**src/rtl/tsc_pkg.sv**
```systemverilog
package tsc_pkg;

    // Field widths fixed by the event and gesture formats.
    localparam int KIND_BITS    = 3;
    localparam int COORD_BITS   = 12;
    localparam int GESTURE_BITS = 3;
    localparam int CFG_IDX_BITS = 2;

    // Raw touch panel spans used in scaled mode.
    localparam int RAW_X_SPAN   = 1024;
    localparam int RAW_X_SHIFT  = 10;
    localparam int RAW_Y_SPAN   = 600;

    // Y scaling: floor(v * h / 600) == (v * h * Y_RECIP) >> Y_SHIFT for v < 600, h < 4096.
    // Y_RECIP is the ceiling of 2**31 / 600; the rounding error stays below 1/600.
    localparam int Y_SHIFT      = 31;
    localparam int YK_BITS      = 34;
    localparam logic [21:0] Y_RECIP = 22'd3579140;

    // Event kinds.
    localparam logic [KIND_BITS-1:0] KIND_OTHER = 3'd0;
    localparam logic [KIND_BITS-1:0] KIND_X     = 3'd1;
    localparam logic [KIND_BITS-1:0] KIND_Y     = 3'd2;
    localparam logic [KIND_BITS-1:0] KIND_BTN   = 3'd3;
    localparam logic [KIND_BITS-1:0] KIND_ERR   = 3'd4;

    // Gesture codes.
    localparam logic [GESTURE_BITS-1:0] G_NONE  = 3'd0;
    localparam logic [GESTURE_BITS-1:0] G_TAP   = 3'd1;
    localparam logic [GESTURE_BITS-1:0] G_LEFT  = 3'd2;
    localparam logic [GESTURE_BITS-1:0] G_RIGHT = 3'd3;
    localparam logic [GESTURE_BITS-1:0] G_UP    = 3'd4;
    localparam logic [GESTURE_BITS-1:0] G_DOWN  = 3'd5;

    // Configuration register indexes.
    localparam logic [CFG_IDX_BITS-1:0] CFG_SCALED    = 2'd0;
    localparam logic [CFG_IDX_BITS-1:0] CFG_WIDTH     = 2'd1;
    localparam logic [CFG_IDX_BITS-1:0] CFG_HEIGHT    = 2'd2;
    localparam logic [CFG_IDX_BITS-1:0] CFG_THRESHOLD = 2'd3;

    // Configuration reset values.
    localparam logic [COORD_BITS-1:0] WIDTH_RESET     = 12'd800;
    localparam logic [COORD_BITS-1:0] HEIGHT_RESET    = 12'd480;
    localparam logic [COORD_BITS-1:0] THRESHOLD_RESET = 12'd50;
    localparam logic [YK_BITS-1:0]    YK_RESET        = YK_BITS'(64'd480 * 64'd3579140);

    typedef struct packed {
        logic [KIND_BITS-1:0]  kind;
        logic [COORD_BITS-1:0] value;
    } t_tsc_in;

    typedef struct packed {
        logic [GESTURE_BITS-1:0] gesture;
        logic [COORD_BITS-1:0]   tap_x;
        logic [COORD_BITS-1:0]   tap_y;
    } t_tsc_out;

endpackage

```
**src/rtl/touch_swipe_classifier.sv**
```systemverilog
// Touch swipe classifier. Takes one touch event per clock (X, Y, button, read error or
// other) and reports a tap with its start point, or a left, right, up or down swipe, when
// the touch is released. A gesture is loaded into the output register once the release
// event has passed the first stage; events that cause no gesture produce nothing.
// The first stage registers the event together with its scaled position (the Y scaling
// multiplier sets that path); the second updates the start and end points and classifies.
// A new event is taken every cycle unless a finished gesture is held by output stall while
// another event waits in the first stage. The configuration port is always ready.
module touch_swipe_classifier (
    input  logic                                i_clk,
    input  logic                                i_rst_n,
    input  logic                                i_in_valid,
    output logic                                o_in_stall,
    input  tsc_pkg::t_tsc_in                    i_in,
    output logic                                o_out_valid,
    input  logic                                i_out_stall,
    output tsc_pkg::t_tsc_out                   o_out,
    input  logic                                i_cfg_valid,
    output logic                                o_cfg_ready,
    input  logic [tsc_pkg::CFG_IDX_BITS-1:0]    i_cfg_index,
    input  logic [tsc_pkg::COORD_BITS-1:0]      i_cfg_data
);
    import tsc_pkg::*;

    // Configuration registers; r_yk holds screen_height times the Y reciprocal.
    logic                  r_scaled;
    logic [COORD_BITS-1:0] r_width;
    logic [COORD_BITS-1:0] r_height;
    logic [COORD_BITS-1:0] r_thresh;
    logic [YK_BITS-1:0]    r_yk;

    // First stage: registered event with its converted position.
    logic                  r_s1_vld;
    logic [KIND_BITS-1:0]  r_s1_kind;
    logic                  r_s1_vzero;
    logic                  r_s1_okx;
    logic                  r_s1_oky;
    logic [COORD_BITS-1:0] r_s1_px;
    logic [COORD_BITS-1:0] r_s1_py;

    // Gesture state.
    logic                  r_track;
    logic [COORD_BITS-1:0] r_sx;
    logic [COORD_BITS-1:0] r_sy;
    logic [COORD_BITS-1:0] r_ex;
    logic [COORD_BITS-1:0] r_ey;
    logic                  n_track;
    logic [COORD_BITS-1:0] n_sx;
    logic [COORD_BITS-1:0] n_sy;
    logic [COORD_BITS-1:0] n_ex;
    logic [COORD_BITS-1:0] n_ey;

    // Output register.
    logic                  r_out_vld;
    t_tsc_out              r_out;
    t_tsc_out              n_out;
    logic                  emit;

    // Handshake and stage movement.
    logic                  in_xfer;
    logic                  out_free;
    logic                  s1_go;
    logic                  cfg_xfer;

    // Position conversion.
    logic [21:0]                 prod_x;
    logic [RAW_X_SHIFT+YK_BITS-1:0] prod_y;
    logic [COORD_BITS-1:0]       conv_x;
    logic [COORD_BITS-1:0]       conv_y;
    logic                        rng_x;
    logic                        rng_y;

    // Classification.
    logic [COORD_BITS-1:0] ax;
    logic [COORD_BITS-1:0] ay;
    logic [GESTURE_BITS-1:0] gest;

    assign out_free    = !r_out_vld || !i_out_stall;
    assign s1_go       = r_s1_vld && out_free;
    assign o_in_stall  = r_s1_vld && !out_free;
    assign in_xfer     = i_in_valid && !o_in_stall;
    assign o_cfg_ready = 1'b1;
    assign cfg_xfer    = i_cfg_valid && o_cfg_ready;
    assign o_out_valid = r_out_vld;
    assign o_out       = r_out;

    // Configuration writes; the Y scale factor is formed as screen_height is written.
    always_ff @(posedge i_clk) begin
        if (!i_rst_n) begin
            r_scaled <= 1'b0;
            r_width  <= WIDTH_RESET;
            r_height <= HEIGHT_RESET;
            r_thresh <= THRESHOLD_RESET;
            r_yk     <= YK_RESET;
        end else if (cfg_xfer) begin
            unique case (i_cfg_index)
                CFG_SCALED:    r_scaled <= i_cfg_data[0];
                CFG_WIDTH:     r_width  <= i_cfg_data;
                CFG_HEIGHT: begin
                    r_height <= i_cfg_data;
                    r_yk     <= YK_BITS'(i_cfg_data) * YK_BITS'(Y_RECIP);
                end
                CFG_THRESHOLD: r_thresh <= i_cfg_data;
                default:       r_scaled <= r_scaled;
            endcase
        end
    end

    // Range check and scaling of the incoming position value.
    always_comb begin
        prod_x = 22'(i_in.value[RAW_X_SHIFT-1:0]) * 22'(r_width);
        prod_y = (RAW_X_SHIFT+YK_BITS)'(i_in.value[RAW_X_SHIFT-1:0])
                 * (RAW_X_SHIFT+YK_BITS)'(r_yk);
        if (r_scaled) begin
            rng_x  = i_in.value < COORD_BITS'(RAW_X_SPAN);
            rng_y  = i_in.value < COORD_BITS'(RAW_Y_SPAN);
            conv_x = prod_x[RAW_X_SHIFT +: COORD_BITS];
            conv_y = prod_y[Y_SHIFT +: COORD_BITS];
        end else begin
            rng_x  = i_in.value < r_width;
            rng_y  = i_in.value < r_height;
            conv_x = i_in.value;
            conv_y = i_in.value;
        end
    end

    // First stage register.
    always_ff @(posedge i_clk) begin
        if (!i_rst_n) begin
            r_s1_vld <= 1'b0;
        end else if (in_xfer) begin
            r_s1_vld <= 1'b1;
        end else if (s1_go) begin
            r_s1_vld <= 1'b0;
        end
    end

    always_ff @(posedge i_clk) begin
        if (in_xfer) begin
            r_s1_kind  <= i_in.kind;
            r_s1_vzero <= i_in.value == '0;
            r_s1_okx   <= (i_in.kind == KIND_X) && rng_x;
            r_s1_oky   <= (i_in.kind == KIND_Y) && rng_y;
            r_s1_px    <= conv_x;
            r_s1_py    <= conv_y;
        end
    end

    // Displacements from the start point to the current end point.
    always_comb begin
        ax = (r_ex > r_sx) ? r_ex - r_sx : r_sx - r_ex;
        ay = (r_ey > r_sy) ? r_ey - r_sy : r_sy - r_ey;
        // A release with no clear move is a tap; otherwise the larger axis wins and
        // a tie goes to the vertical axis.
        priority if ((r_ex == '0 && r_ey == '0) || (ax <= r_thresh && ay <= r_thresh)) begin
            gest = G_TAP;
        end else if (ax > ay) begin
            gest = (r_ex > r_sx) ? G_RIGHT : G_LEFT;
        end else begin
            gest = (r_sy > r_ey) ? G_UP : G_DOWN;
        end
    end

    // Point tracking and gesture emission for the event in the first stage.
    always_comb begin
        n_track = r_track;
        n_sx    = r_sx;
        n_sy    = r_sy;
        n_ex    = r_ex;
        n_ey    = r_ey;
        emit    = 1'b0;
        n_out   = '0;
        priority if (r_s1_kind == KIND_ERR) begin
            n_track = 1'b0;
            n_sx    = '0;
            n_sy    = '0;
            n_ex    = '0;
            n_ey    = '0;
        end else if (!r_track) begin
            if (r_s1_okx && !r_s1_vzero) begin
                n_sx = r_s1_px;
            end
            if (r_s1_oky && !r_s1_vzero) begin
                n_sy = r_s1_py;
            end
            if (n_sx != '0 && n_sy != '0) begin
                n_track = 1'b1;
                n_ex    = '0;
                n_ey    = '0;
            end
        end else if (r_s1_kind == KIND_BTN && r_s1_vzero) begin
            emit          = 1'b1;
            n_out.gesture = gest;
            if (gest == G_TAP) begin
                n_out.tap_x = r_sx;
                n_out.tap_y = r_sy;
            end
            n_track = 1'b0;
            n_sx    = '0;
            n_sy    = '0;
            n_ex    = '0;
            n_ey    = '0;
        end else begin
            if (r_s1_okx) begin
                n_ex = r_s1_px;
            end
            if (r_s1_oky) begin
                n_ey = r_s1_py;
            end
        end
    end

    always_ff @(posedge i_clk) begin
        if (!i_rst_n) begin
            r_track <= 1'b0;
            r_sx    <= '0;
            r_sy    <= '0;
            r_ex    <= '0;
            r_ey    <= '0;
        end else if (s1_go) begin
            r_track <= n_track;
            r_sx    <= n_sx;
            r_sy    <= n_sy;
            r_ex    <= n_ex;
            r_ey    <= n_ey;
        end
    end

    // Output register: loaded on a gesture, freed when the transfer completes.
    always_ff @(posedge i_clk) begin
        if (!i_rst_n) begin
            r_out_vld <= 1'b0;
        end else if (s1_go && emit) begin
            r_out_vld <= 1'b1;
        end else if (!i_out_stall) begin
            r_out_vld <= 1'b0;
        end
    end

    always_ff @(posedge i_clk) begin
        if (s1_go && emit) begin
            r_out <= n_out;
        end
    end

`ifndef SYNTH
    // A delivered gesture is always a real one.
    a_gesture_set: assert property (@(posedge i_clk) disable iff (!i_rst_n)
        o_out_valid |-> o_out.gesture != G_NONE)
        else $error("gesture output carries no gesture");

    // Only a tap carries a start point.
    a_swipe_no_point: assert property (@(posedge i_clk) disable iff (!i_rst_n)
        (o_out_valid && o_out.gesture != G_TAP) |-> (o_out.tap_x == '0 && o_out.tap_y == '0))
        else $error("swipe carries a tap point");

    // Tracking is entered only with both start coordinates set.
    a_track_start: assert property (@(posedge i_clk) disable iff (!i_rst_n)
        r_track |-> (r_sx != '0 && r_sy != '0))
        else $error("tracking without a start point");

    // A read error drops back to capture.
    a_error_clears: assert property (@(posedge i_clk) disable iff (!i_rst_n)
        (s1_go && r_s1_kind == KIND_ERR) |=> (!r_track && r_sx == '0 && r_sy == '0))
        else $error("read error did not clear the points");
`endif

endmodule
```
**config.mk**
```make
export PLATFORM = sky130hd
export DESIGN_NAME = touch_swipe_classifier
export DESIGN_NICKNAME = d
export VERILOG_FILES = /design/src/rtl/tsc_pkg.sv /design/src/rtl/touch_swipe_classifier.sv
export SDC_FILE = /design/constraint.sdc
export NUM_CORES = 2
export LEC_CHECK = 0
export BUFFER_PORTS_ARGS = -buffer_cell sky130_fd_sc_hd__buf_4
export CORE_MARGIN = 5
export CORE_UTILIZATION = 60
export DETAILED_ROUTE_END_ITERATION = 8
export GPL_ROUTABILITY_DRIVEN = 0
export PLACE_DENSITY = 0.8
export SYNTH_ARGS = -nofsm -noshare
export SYNTH_HDL_FRONTEND = slang
export SYNTH_SLANG_ARGS = --single-unit
```
**constraint.sdc**
```tcl
create_clock -name i_clk -period 5.4 [get_ports i_clk]
set_input_delay 0 -clock i_clk [delete_from_list [all_inputs] [get_ports i_clk]]
set_output_delay 0 -clock i_clk [all_outputs]
set_load 0.01 [all_outputs]
```
* Word level (Yosys, flattened, before mapping)
Cells that the tools add are included.
Operators by class: $add $sub $neg 4, $mul 3, magnitude comparators 10, equality and inequality tests 12, multiplexer cells 41, bitwise gates (word level) 3, reductions and logical operators 36
Operators by type and width (count):
- $mux W12 | 24
- $gt A12 B12 Y1 | 4
- $sub A12 B12 Y12 | 4
- $mul A10 B32 Y41 | 1
- $logic_not A12 Y1 | 3
- $mul A12 B20 Y32 const B | 1
- $le A12 B12 Y1 | 2
- $lt A12 B12 Y1 | 2
- $reduce_bool A12 Y1 | 2
- $mul A10 B12 Y22 | 1
- $mux W1 | 15
- $logic_and A1 B1 Y1 | 12
- $lt A12 B10 Y1 const B | 1
- $lt A12 B11 Y1 const B | 1
- $reduce_and A2 Y1 | 5
- $ne A4 B2 Y1 const B | 2
- $eq A3 B1 Y1 const B | 2
- $eq A3 B2 Y1 const B | 2
- $mux W3 | 2
- $reduce_and A3 Y1 | 2
- $logic_not A1 Y1 | 5
- $eq A2 B2 Y1 const B | 2
- $reduce_or A4 Y1 | 1
- $eq A3 B3 Y1 const B | 1
- 9 further kinds | 12
Word-level totals: bits in registers 177, input port bits 34, logic and storage cells 130

* Longest topological paths before layout
word-level depth 10, depth in mapped cells 23, depth with buffers taken out 20

* Worst setup path before layout
No wires, ideal clock.
path type flip-flop to flip-flop, start register r_height[0] (netlist name), end register r_s1_py[11], data pin, library setup time 0.261 ns, arrival time 5.201 ns, required time 5.139 ns, slack -0.062 ns, stages on the path, launching flop included 20, path buffers 1, period minus slack after synthesis 5.462 ns, cell sequence dfxtp_1 > clkbuf_1 > nand2_1 > fa_1 > fa_1 > inv_1 > fa_1 > fa_1 > inv_1 > fa_1 > inv_1 > ha_1 > a21oi_1 > o21ai_0 > a221oi_1 > a2111oi_1 > o31ai_2 > a21oi_2 > o2111a_1 > a221o_1
RTL lines:
- end signal: assignment | RTL line touch_swipe_classifier.sv:145 | r_s1_py <= conv_y;
- end: declaration | RTL line touch_swipe_classifier.sv:39 | logic [COORD_BITS-1:0] r_s1_py;

* Worst setup path after layout
start register r_yk[20], end register r_s1_py[9], data pin
On the way: word-level cells in the longest chain between the ends 2
Ends and longest elaborated chain:
- start: declaration | RTL line touch_swipe_classifier.sv:30 | logic [YK_BITS-1:0] r_yk;
- start signal: assignment | RTL line touch_swipe_classifier.sv:101 | r_yk <= YK_BITS'(i_cfg_data) * YK_BITS'(Y_RECIP);
- $mul A10 B32 Y41 | RTL line touch_swipe_classifier.sv:113 | * (RAW_X_SHIFT+YK_BITS)'(r_yk);
- $mux W12 | RTL line touch_swipe_classifier.sv:114 | if (r_scaled) begin
- net conv_y[9] | RTL line touch_swipe_classifier.sv:69 | logic [COORD_BITS-1:0] conv_y;
The timed path passes the listed nets, and every way through them passes these cells. A chain may end at the register's enable or synchronous reset.

==> results.cfg <==
[outcome]
status = complete, no violations

[power]
p_switching_mw = 9.61
power_mw = 18.6
power_leakage_nw = 14.4
pwr-share-seq_pct = 8.3
pwr-share-comb_pct = 84.5
powerDensity_nw_per_um2 = 624
peakVddDrop_v = 0.00114
power_frac_clock_pct = 7.2
p_int_mw = 8.97
switching_share_pct = 51.7

[synthesis]
synthSimpleGateAreaFrac_pct = 16.3
ys_seq_area_share_pct = 15.0
syn_inst = 3010
synth-compound-area-share_pct = 12.0
syn_area_um2 = 26600
synth_fa_ha_area_share_pct = 44.5
synth-xor-area-share_pct = 1.91
synth_top_family_by_area = adder cells
ys_async_sr_fraction_pct = 0
ys_warn_count = 0
ys_seq_elements = 171
syn-num-nets = 3761
synth.mux.area_fraction_pct = 1.04
synth_ff_type = dfxtp_1
netlist-cell-type-count = 78
synth-edff-count = 57
syn_area_per_cell_um2 = 8.83

[finish]
layout.cells.non_filler = 3711
num-fill-cells = 3302
antenna_cells = 0
drive_gt1_share_pct = 12.6
final_common_cell = inv_1
final_area_um2 = 29800
final_nets = 3857
layout_common_cells = inv_1 (484), nand2_1 (375), fa_1 (369)
area_delta_synth_final_pct = 11.9
largest_register_ffs = 27

[floorplanning]
die-area_um2 = 48600
pin_count = 64
placementRows = 77
start_util_pct = 60.4
coreArea_um2 = 44000
die_h_um = 221
die_w_um = 221

[drt]
wl_per_cell_um = 20.1
num_vias = 22326
firstDrtPassIters = 6
drtAntennaViolNets = 0
wirelength_mm = 74.8
via_per_inst = 6.02
drc = 0
drt_iter0_drc = 2269

[grt]
grt_use_total_pct = 31.1
grt-ovfl-total = 0
grt_pass1_vias = 23231
grt_max_degree = 48
grt_pass1_wl_mm = 120
antenna_found_initial = 2

[timing]
whs_ns = 0.0585
max-slew-margin-rel_pct = 27.3
drv_slew = 0
min_period_over_period_pct = 99.1
skew_ns = 0.0134
rsz0062_at_grt = true
period_minus_slack_ns = 5.35
fin_ws_ns = 0.0495
setup_viol = 0
timing.fmax_mhz = 187
hold_viol = 0
tightest_slew_ns = 1.09

[place]
place_inst = 3651
postPlaceCellArea_um2 = 28400
port_buffers = 62
pre_cts_slack_ns = -0.0939
dp_hpwl_mm = 58.9

[clock_tree]
clk_latency_ns = 0.47
cts_max_level = 4
clock-sinks = 171
tritoncts = done
cts.clk_slew.worst_paths_ns = 0.08
numCtsBuffers = 17
root_buffer = clkbuf_16
cts_buffer_depth = 2

[worst_setup_path]
slowest_stage = fa_1
crit_type = flip-flop to flip-flop
cp_common_cell = fa_1
end_kind = flip-flop
path_cells = buf_8 > and2_4 > fa_2 > fa_1 > fa_2 > fa_1 > inv_2 > fa_1 > inv_2 > ha_4 > nand3_4 > nor2_4 > nand2_2 > or3_1 > o211ai_1 > a31o_2 > buf_6 > nor2_2 > o311ai_1
cp.required_ns = 5.67
slowest_delay_ns = 0.56
critPathMaxFanout = 6
start_kind = flip-flop
arrival_ns = 5.62

[job]
maxCapViolations = 0

[worst_hold_path]
min_path_type = input pin to flip-flop
critical path: cells and delay by family (launching register included):
| kind | cells | cell delay [ns] |
|---|---|---|
| adders and majority gates | 6 | 2.79 |
| AOI/OAI and AO/OA | 3 | 0.86 |
| and+or+nand+nor | 6 | 0.73 |
| DFF | 1 | 0.42 |
| buffers and inverters | 4 | 0.35 |
routing by layer:
metal | GRT usage [%] | share of wire, % | up-vias
li1 | - | - | 9934
met1 | 41.1 | 39 | 11046
met2 | 50.6 | 48 | 1084
met3 | 5.40 | 8.0 | 260
met4 | 14.2 | 4.9 | 2
met5 | 0 | 0.0094 | -
Yosys cell counts (all sizes together), types with 28 or more instances:
cell type / instances / share of area, %
edfxtp: 57 / 6.4
o21ai: 67 / 1.3
fa: 381 / 29
nor2: 106 / 1.5
nor3: 45 / 0.85
dfxtp: 114 / 8.6
and2: 190 / 4.5
a21oi: 160 / 3.1
inv: 499 / 7.0
nand2: 382 / 5.4
nand3: 61 / 1.1
clkbuf: 137 / 1.9
nand4: 28 / 0.66
a21o: 79 / 2.2
xnor2: 36 / 1.2
ha: 336 / 16
worst paths after layout:
| kind | cells after the start | slack [ns] | end | from |
|---|---|---|---|---|
| setup / recovery | 19 | 0.05 | r_s1_py[9] | r_yk[20] |
| hold / removal | 3 | 0.06 | r_s1_vzero | i_in[10] |
| setup reg to reg | 19 | 0.05 | r_s1_py[9] | r_yk[20] |
| hold reg to reg | 2 | 0.46 | r_thresh[9] | r_thresh[9] |
power groups by stage:
stage / clock (mW) / combinational, mW / sequential (mW)
global route: 1.39 / 17.3 / 1.55
floorplan: 0 / 9.44 / 1.48
finish: 1.34 / 15.7 / 1.54
CTS: 1.34 / 14.1 / 1.52
global placement: 0 / 12.9 / 1.55
detailed placement: 0 / 13.4 / 1.55
stage by stage:
stage               util (%)  setup TNS, ns
finish                  67.6              0
global route            67.6         -0.402
CTS                     66.8              0
detailed placement      64.5         -0.384
global placement        64.5        -0.0938
floorplan                  -              0
kinds of logic after synthesis:
kind of cell    Yosys count
simple gates            904
fa+ha+maj               717
buf+inv                 651
compound gates          482
flops                   171
xor+xnor                 58
mux                      26
other cells               1
layout make-up:
type / instances / area, um^2 / share of cell area, %
Sequential cell: 171 / 4050 / 13.6
Clock inverter: 14 / 175 / 0.588
Inverter: 500 / 1880 / 6.30
Tap cell: 592 / 741 / 2.49
Timing Repair Buffer: 228 / 1940 / 6.53
Multi-Input combinational cell: 2188 / 20500 / 69.0
Clock buffer: 18 / 450 / 1.51
what timing repair did:
action	CTS	global route
endpoints found under the hold margin	54	0
resized for setup	32	116
hold buffers	23	0
endpoints found under the setup margin	9	21
pin swaps	24	84
buffers inserted	3	4
No activity file was read; power rests on OpenSTA's default activity.
